===== config.mk =====
export PLATFORM = sky130hd
export DESIGN_NAME = cau_iter
export DESIGN_NICKNAME = d
export VERILOG_FILES = /design/src/rtl/complex_arithmetic_unit_defines.svh /design/src/rtl/cau_pkg.sv /design/src/rtl/cau_iter.sv
export SDC_FILE = /design/constraint.sdc
export NUM_CORES = 1
export LEC_CHECK = 0
export BUFFER_PORTS_ARGS = -buffer_cell sky130_fd_sc_hd__buf_2
export CORE_AREA = 2 2 441 443
export CTS_CLUSTER_DIAMETER = 50
export CTS_CLUSTER_SIZE = 28
export DETAILED_ROUTE_END_ITERATION = 8
export DIE_AREA = 0 0 443 445
export PLACE_DENSITY = 0.48
export SKIP_CTS_REPAIR_TIMING = 1
export SYNTH_ARGS = -nofsm -noshare
export SYNTH_HDL_FRONTEND = slang
export SYNTH_SLANG_ARGS = --single-unit

===== constraint.sdc =====
create_clock -name i_clk -period 11 [get_ports i_clk]
set_input_delay 0.55 -clock i_clk [delete_from_list [all_inputs] [get_ports i_clk]]
set_output_delay 0.55 -clock i_clk [all_outputs]
set_load 0.005 [all_outputs]

===== src/rtl/complex_arithmetic_unit_defines.svh =====
// Assertion macros for the complex arithmetic unit.
`ifndef COMPLEX_ARITHMETIC_UNIT_DEFINES_SVH
`define COMPLEX_ARITHMETIC_UNIT_DEFINES_SVH

// Same-cycle implication, checked only out of reset.
`define CAU_ASSERT_SAME(lbl, ante, cons, msg) \
    lbl: assert property (@(posedge i_clk) disable iff (!i_rst_n) (ante) |-> (cons)) \
        else $error(msg);

// Next-cycle implication, checked only out of reset.
`define CAU_ASSERT_NEXT(lbl, ante, cons, msg) \
    lbl: assert property (@(posedge i_clk) disable iff (!i_rst_n) (ante) |=> (cons)) \
        else $error(msg);

`endif


===== src/rtl/cau_pkg.sv =====
// Shared types and codes for the complex arithmetic unit.
package cau_pkg;

    localparam int FIELD_W  = 32;
    localparam int OPCODE_W = 3;
    localparam int STATUS_W = 2;

    typedef enum logic [OPCODE_W-1:0] {
        OP_ADD = 3'd0,
        OP_SUB = 3'd1,
        OP_MUL = 3'd2,
        OP_DIV = 3'd3,
        OP_MOD = 3'd4,
        OP_EQ  = 3'd5
    } t_op;

    typedef enum logic [STATUS_W-1:0] {
        ST_OK   = 2'd0,
        ST_SAT  = 2'd1,
        ST_DIVZ = 2'd2
    } t_status;

    typedef struct packed {
        t_op  op;
        logic is_eq;
        logic b_zero;
        logic sat;
        logic neg_re;
        logic neg_im;
        logic ovf_re;
        logic ovf_im;
    } t_ctrl;

endpackage


===== src/rtl/cau_iter.sv =====
// One pipelined step: a quotient bit of both divisions and, while IDX is below OPW, a root bit of the square root.
module cau_iter #(
    parameter int OPW       = 32,
    parameter int FRAC_BITS = 16,
    parameter int IDX       = 0
) (
    input  logic                         i_clk,
    input  logic                         i_rst_n,
    input  logic                         i_en,
    input  logic                         i_valid,
    input  cau_pkg::t_ctrl               i_ctrl,
    input  logic signed [OPW-1:0]        i_cre,
    input  logic signed [OPW-1:0]        i_cim,
    input  logic [2*OPW-1:0]             i_den,
    input  logic [3*OPW+FRAC_BITS:0]     i_rem_re,
    input  logic [3*OPW+FRAC_BITS:0]     i_rem_im,
    input  logic [OPW:0]                 i_q_re,
    input  logic [OPW:0]                 i_q_im,
    input  logic [2*OPW-1:0]             i_sq_s,
    input  logic [2*OPW-1:0]             i_sq_r,
    output logic                         o_valid,
    output cau_pkg::t_ctrl               o_ctrl,
    output logic signed [OPW-1:0]        o_cre,
    output logic signed [OPW-1:0]        o_cim,
    output logic [2*OPW-1:0]             o_den,
    output logic [3*OPW+FRAC_BITS:0]     o_rem_re,
    output logic [3*OPW+FRAC_BITS:0]     o_rem_im,
    output logic [OPW:0]                 o_q_re,
    output logic [OPW:0]                 o_q_im,
    output logic [2*OPW-1:0]             o_sq_s,
    output logic [2*OPW-1:0]             o_sq_r
);
    import cau_pkg::*;

    localparam int MW = 2 * OPW;
    localparam int QB = OPW + 1;
    localparam int XW = 2 * OPW + FRAC_BITS + QB;

    logic [XW-1:0] dsh;
    logic [XW-1:0] n_rem_re, n_rem_im;
    logic [QB-1:0] n_q_re, n_q_im;
    logic [MW-1:0] n_sq_s, n_sq_r;

    assign dsh = XW'(i_den) << IDX;

    // restoring division step on both parts
    always_comb begin
        n_rem_re = i_rem_re;
        n_rem_im = i_rem_im;
        n_q_re   = i_q_re;
        n_q_im   = i_q_im;
        if (i_rem_re >= dsh) begin
            n_rem_re    = i_rem_re - dsh;
            n_q_re[IDX] = 1'b1;
        end
        if (i_rem_im >= dsh) begin
            n_rem_im    = i_rem_im - dsh;
            n_q_im[IDX] = 1'b1;
        end
    end

    if (IDX < OPW) begin : g_sqrt
        logic [MW-1:0] rbit, trial;
        assign rbit  = MW'(1) << (2 * IDX);
        assign trial = i_sq_r + rbit;
        always_comb begin
            if (i_sq_s >= trial) begin
                n_sq_s = i_sq_s - trial;
                n_sq_r = (i_sq_r >> 1) + rbit;
            end else begin
                n_sq_s = i_sq_s;
                n_sq_r = i_sq_r >> 1;
            end
        end
    end else begin : g_hold
        assign n_sq_s = i_sq_s;
        assign n_sq_r = i_sq_r;
    end

    logic          r_valid;
    t_ctrl         r_ctrl;
    logic signed [OPW-1:0] r_cre, r_cim;
    logic [MW-1:0] r_den, r_sq_s, r_sq_r;
    logic [XW-1:0] r_rem_re, r_rem_im;
    logic [QB-1:0] r_q_re, r_q_im;

    always_ff @(posedge i_clk) begin
        if (!i_rst_n) begin
            r_valid <= 1'b0;
        end else if (i_en) begin
            r_valid <= i_valid;
        end
    end

    always_ff @(posedge i_clk) begin
        if (i_en) begin
            r_ctrl   <= i_ctrl;
            r_cre    <= i_cre;
            r_cim    <= i_cim;
            r_den    <= i_den;
            r_rem_re <= n_rem_re;
            r_rem_im <= n_rem_im;
            r_q_re   <= n_q_re;
            r_q_im   <= n_q_im;
            r_sq_s   <= n_sq_s;
            r_sq_r   <= n_sq_r;
        end
    end

    assign o_valid  = r_valid;
    assign o_ctrl   = r_ctrl;
    assign o_cre    = r_cre;
    assign o_cim    = r_cim;
    assign o_den    = r_den;
    assign o_rem_re = r_rem_re;
    assign o_rem_im = r_rem_im;
    assign o_q_re   = r_q_re;
    assign o_q_im   = r_q_im;
    assign o_sq_s   = r_sq_s;
    assign o_sq_r   = r_sq_r;

endmodule


==> results of run 1 <==
-- state kept, by name (all words and copies together), names as in the netlist, 32 cells and up --
signal	count
o_rem_im	113
o_sq_r	64
o_sq_s	64
o_q_im	33
o_den	64
o_cre	32
o_cim	32
o_rem_re	113
o_q_re	33
-- worst min path at each step --
stage | start | end | slack (ps) | cells after the start
global placement | o_valid | o_valid | 490 | 2
floorplan | o_valid | o_valid | 510 | 2
CTS | i_cre[5] | o_cre[5] | -150 | 1
global route | i_den[31] | o_den[31] | -2 | 1
detailed placement | o_valid | o_valid | 510 | 2
finish | i_den[31] | o_den[31] | 50 | 1
-- power by group through the flow --
stage | registers [mW] | logic, mW | clock network (mW)
final | 2.72 | 1.75 | 3.37
after global routing | 2.74 | 1.88 | 3.54
after CTS | 2.72 | 1.71 | 3.46
after detailed placement | 2.76 | 1.70 | 0
after global placement | 2.76 | 1.70 | 0
after floorplan | 2.76 | 0.746 | 0
-- area by class of cell --
class / instances / area (um2)
Antenna cell: 24 / 60.1
Clock buffer: 108 / 2570
Multi-Input combinational cell: 2874 / 18400
Inverter: 143 / 537
Tap cell: 2526 / 3160
Timing Repair Buffer: 1338 / 7740
Sequential cell: 559 / 16800
Fill cell: 20700 / 142000
Clock inverter: 84 / 1080
-- per-stage QoR --
| stage | total power [mW] | hold slack, ps | util [%] | cells | setup slack [ps] |
|---|---|---|---|---|---|
| after floorplan | 3.51 | 507 | - | 3736 | 5310 |
| after global placement | 4.47 | 494 | 23.3 | 7251 | 3590 |
| after detailed placement | 4.46 | 510 | 23.3 | 7251 | 3520 |
| after CTS | 7.90 | -149 | 25.2 | 7443 | 4360 |
| after global routing | 8.16 | -2.38 | 26.2 | 7646 | 3930 |
| final | 7.84 | 46.7 | 26.2 | 7656 | 4100 |
-- cell usage after synthesis, drive strengths merged (5+ instances only) --
cell     count  area share (%)
clkbuf     135             1.4
o211ai      11            0.24
nand2      465             4.8
a211oi      21            0.43
xnor2      197             4.8
nor3b        5            0.10
xor2       191             4.6
nand3       91             1.3
a21boi      15            0.31
or4b         5            0.15
inv        143             1.5
a31o         9            0.22
a21oi      248             3.4
a221oi       7            0.17
o22ai        5           0.086
a211o        6            0.14
ha         194             6.7
or2         26            0.45
o21a        37            0.77
nor2       246             2.5
and3        30            0.52
or3         38            0.66
o21bai      40            0.84
nor4        56             1.1
o41ai        8            0.19
nor2b       20            0.35
and4        16            0.39
o21ai      308             4.3
and2        20            0.35
a31oi       32            0.55
or4         24            0.52
o31a         6            0.14
a2111oi      7            0.17
a21o       129             2.7
nand2b      29            0.50
nand4      118             2.0
o31ai       34            0.70
edfxtp     558              46
buf         25            0.30
nor3       112             1.5
-- metal layers --
metal / up-vias / wire length (um) / global-route usage [%]
met5: - / 59 / 0
met3: 372 / 11000 / 3.01
met1: 17500 / 70800 / 19.9
met4: 8 / 9750 / 8.58
met2: 1648 / 111000 / 38.4
li1: 16400 / - / -
-- cell families after synthesis --
logic type | Yosys count | share of synthesized area, %
fa+ha+maj | 197 | 6.86
buf+inv | 303 | 3.18
xor+xnor | 388 | 9.37
compound gates | 969 | 16.5
flops | 559 | 46.3
mux | 6 | 0.179
simple gates | 1314 | 17.6
==> flow_summary_export.csv, run 1 <==
group,metric,value,unit
outcome,status,"completed",
worst_setup_path,worstPathMaxFanout,22,
pwr,clkPwrFrac,43.0,%
final_layout,layout_commonest_cell,"buf_2",
timing,finalClockSkew,0,ps
final_layout,final_cell_mix,"buf_2 (1119), edfxtp_1 (558), nand2_1 (465), o21ai_0 (307), a21oi_1 (247)",
timing,grt_setup_unrepaired,"no",
worst_setup_path,crit_chain,"buf_2, ha_1, nand3_1, nor2_1, nand4_1, or3_1, or2_2, nor2_1, xnor2_1, ha_1, nand3_1, or4_1, o41ai_1, o31a_1, buf_4, nand4_1, nor3_1, xor2_1",
pwr,p_leak,20.1,nW
logic_synthesis,ys.flop_type,"edfxtp_1",
die,die_w,443,um
worst_setup_path,cp_top_family,"simple AND/OR/NAND/NOR gates",
grt,globalRouteOverflowTotal,0,
logic_synthesis,synth-async-reset-ratio,0,%
timing,fmaxAchievable,145,MHz
cts,cts_tree,"built",
timing,tightest_slew,1220,ps
pwr,vdd_drop_max,119,uV
cts,cts_max_level,3,
detailed_routing,totalWireLength,203000,um
pwr,p_comb_share,22.3,%
logic_synthesis,ys_seq_elements,559,
detailed_routing,first_pass_iters,6,
worst_setup_path,r2r_slack,10420,ps
cts,cts_buffer_depth,3,
worst_setup_path,crit_slowest_cell,"o41ai_1",
timing,min_period_over_period,62.7,%
die,io_pins,1121,
grt,antenna_found_initial,91,
worst_setup_path,setup.worst_path.end_class,"flip-flop",
detailed_routing,wire_per_inst,26.5,um
die,rows,161,
flow_run,drv_cap,0,
logic_synthesis,syn_inst,3736,
worst_setup_path,crit_end,"o_sq_r[43]",
logic_synthesis,syn_avg_cell_area,9.71,um2
detailed_routing,drtAntennaViolNets,0,
die,fp.dieArea,0.197,mm2
worst_setup_path,critical_path_buf_inv_count,2,
worst_setup_path,slowest_delay,810,ps
final_layout,final_layout_size_suffix_gt1_share,27.4,%
worst_setup_path,crit_arrival,7390,ps
worst_setup_path,timing.rr.start,"o_valid",
logic_synthesis,synth_cell_types,86,
timing,slew_viol_final,0,
timing,hold_violations,0,
final_layout,design_area,0.0503,mm2
grt,grt_use_total,19.5,%
logic_synthesis,ys_seq_area_share,46.3,%
die,core_area,0.192,mm2
cts,clock-sinks,559,
placement,hpwl,170000,um
pwr,switching_power,2.58,mW
pwr,p_int,5.25,mW
placement,post_dp_cell_area,0.0447,mm2
cts,clk_pin_slew,70,ps
pwr,switching_share,33.0,%
logic_synthesis,synth_fp_nets,4495,
timing,final-setup-viol-count,0,
final_layout,nets,5777,
placement,gp_congestion,0.949,
worst_setup_path,path_class,"in2reg",
detailed_routing,drc_errors,0,
final_layout,area_growth,38.8,%
pwr,power_per_cell_area,156,mW/mm2
cts,cts_buffers,102,
worst_setup_path,cp.required,11490,ps
worst_setup_path,critPathLaunch,"i_sq_r[0]",
worst_setup_path,worstSetupPathDepth,18,
min_path,hp-class,"in2reg",
logic_synthesis,syn-cell-area,0.0363,mm2
grt,grt_start_max_net_pins,128,
worst_setup_path,r2r-end,"o_valid",
logic_synthesis,yosys_warnings,0,
placement,numPortBuffers,1120,
detailed_routing,vias,36000,
grt,grt_pass1_wl,271000,um
pwr,pwr-share-seq,34.7,%
timing,slew-limit-headroom,18.2,%
logic_synthesis,synth_edf_count,558,
timing,fin_tns_setup,0,ps
cts,clock_latency,700,ps
die,die_height,445,um
detailed_routing,vias_per_cell,4.70,
cts,root_buffer,"clkbuf_16",
grt,grt_pass1_vias,34500,
worst_setup_path,reg2regPathDepth,2,
worst_setup_path,worstSetupStartpointType,"input port",
die,start_util,18.9,%
detailed_routing,drtIter0Drc,2794,
timing,period_minus_slack,6900,ps
(Power assumes the default switching activity.)
==> inputs of run 2 (changes only) <==
Settings changed: CORE_AREA 2 2 441 443 to 2 2 436 438, DIE_AREA 0 0 443 445 to 0 0 438 440.
Clock period 11 ns to 6.4 ns, I/O delays scaled along.
==> run 2 against run 1 <==
  * The flow now finishes with violations (hold timing)
  * Global-route usage grew 0.54 points
  * Sequential power grew 72%
  * Via count grew 3.2%
  * Final area grew 6.7%
  * Sequential cell count is the same
  * First-iteration DRC count grew 2.8%
  * Sequential share of layout area shrank 2.1 points
  * Register-to-register slack lost 5200 ps
  * Utilization grew 2.3 points
  * Largest cell class unchanged
==> flow_summary_export.csv, run 2 (same netlist as run 1, synthesis figures left out) <==
group,metric,value,unit
placement,numPortBuffers,1120,
pwr,power_per_cell_area,253,mW/mm2
grt,globalRouteOverflowTotal,0,
detailed_routing,vias_per_cell,4.66,
pwr,vdd_drop_max,217,uV
cts,cts_buffers,96,
placement,dpl.cell_count,7287,
final_layout,seqCellArea,0.0168,mm2
worst_setup_path,reg2regPathDepth,3,
placement,hpwl,171000,um
final_layout,final_layout_size_suffix_gt1_share,26.4,%
grt,grt_pass1_wl,270000,um
timing,hold_violations,2,
worst_setup_path,setup.worst_path.end_class,"flip-flop",
min_path,worst_hold_path.endpoint,"o_rem_im[26]",
final_layout,design_area,0.0537,mm2
timing,slew_viol_final,0,
flow_run,drv_cap,0,
timing,hold_slack,-9.56,ps
timing,grt_setup_unrepaired,"no",
outcome,violations,"hold timing",
die,fp.dieArea,0.193,mm2
detailed_routing,totalWireLength,206000,um
placement,post_dp_cell_area,0.0452,mm2
worst_setup_path,worstPathMaxFanout,11,
pwr,switching_share,32.6,%
worst_setup_path,cp.required,6930,ps
min_path,hold_depth,3,
final_layout,layout_commonest_cell,"buf_2",
die,die_height,440,um
grt,grt_pass1_vias,34500,
placement,gp_congestion,0.965,
min_path,hp-class,"in2reg",
grt,grt_start_max_net_pins,146,
grt,antenna_found_initial,49,
detailed_routing,wire_per_inst,25.8,um
pwr,p_leak,21.6,nW
final_layout,final_cell_mix,"buf_2 (1119), edfxtp_1 (558), dlygate4sd3_1 (494), nand2_1 (465), o21ai_0 (307)",
die,rows,160,
pwr,pwr-share-seq,34.6,%
worst_setup_path,r2r_slack,5260,ps
timing,fin_tns_setup,0,ps
cts,cts_max_level,3,
pwr,p_comb_share,23.6,%
final_layout,multi_input_area,0.0184,mm2
worst_setup_path,crit_arrival,6420,ps
cts,clock_latency,680,ps
worst_setup_path,r2r-end,"o_valid",
cts,clk_pin_slew,50,ps
worst_setup_path,worstSetupStartpointType,"input port",
timing,period_minus_slack,5890,ps
detailed_routing,vias,37100,
die,io_pins,1121,
final_layout,fillers,20100,
die,die_w,438,um
cts,clock-sinks,559,
cts,cts_buffer_depth,3,
timing,tightest_slew,1090,ps
grt,grt_use_total,20.0,%
detailed_routing,drc_errors,0,
detailed_routing,drtAntennaViolNets,0,
pwr,p_total,13.6,mW
pwr,clkPwrFrac,41.7,%
detailed_routing,first_pass_iters,6,
die,start_util,19.2,%
final_layout,area_growth,48.1,%
timing,fin_ws,513,ps
cts,root_buffer,"clkbuf_16",
timing,fmaxAchievable,170,MHz
detailed_routing,drtIter0Drc,2871,
timing,slew-limit-headroom,26.5,%
timing,final-setup-viol-count,0,
die,core_area,0.189,mm2
timing,finalClockSkew,0,ps
worst_setup_path,path_class,"in2reg",
worst_setup_path,timing.rr.start,"o_valid",
timing,min_period_over_period,92.0,%
outcome,status,"finished, violations left",
min_path,holdCritStartpoint,"i_rem_im[26]",
cts,cts_tree,"built",
final_layout,utilization,28.5,%
final_layout,nets,6127,
placement,dp_slack,272,ps
pwr,p_int,9.13,mW
pwr,switching_power,4.43,mW
final_layout,layoutNonFillerInstCount,7978,
[run 2: worst max path at each step]
stage | start | end | slack (ps) | cells past startpoint
detailed placement | i_sq_r[2] | o_sq_s[57] | 270 | 25
global placement | i_sq_r[10] | o_sq_r[36] | 270 | 20
floorplan | i_sq_r[3] | o_sq_s[0] | 940 | 23
CTS | i_sq_r[2] | o_sq_s[57] | 990 | 25
global route | i_sq_r[3] | o_sq_s[57] | 50 | 25
finish | i_sq_r[3] | o_sq_s[57] | 510 | 25
[run 2: power by group through the flow]
stage,clock [mW],combinational [mW],sequential [mW]
global placement,0,2.95,4.77
global route,5.95,3.44,4.72
detailed placement,0,2.95,4.77
floorplan,0,1.28,4.75
finish,5.66,3.21,4.69
CTS,5.82,2.96,4.70
[run 2: final cells by class]
type,count,share of cell area [%]
Sequential cell,559,31.2
Antenna cell,15,0.0699
Multi-Input combinational cell,2874,34.3
Clock inverter,82,2.04
Clock buffer,100,4.54
Tap cell,2511,5.85
Timing Repair Buffer,1694,21.0
Inverter,143,1.00
[run 2: worst max-delay path: stages]
cell and delay, ps:
dlygate4sd3_1 580, buf_2 230, nand3_1 90, nor2_1 160
and3_1 240, and3_1 310, nand2b_1 180, nor4_1 310
buf_4 200, nand2_1 120, nor2_1 160, xnor2_1 170
ha_1 370, a21oi_1 240, o21bai_1 100, a21o_1 210
a2111oi_0 550, buf_4 210, o31a_1 150, o2111ai_1 150
o31a_1 510, buf_4 240, buf_12 140, and4_1 180
nor4_1 270
[run 2: routing by layer]
metal  global-route usage [%]  wire length [um]
met5                        0                50
met4                     11.8             12300
met3                     3.08             10200
met2                     37.9            111000
met1                     20.7             72900
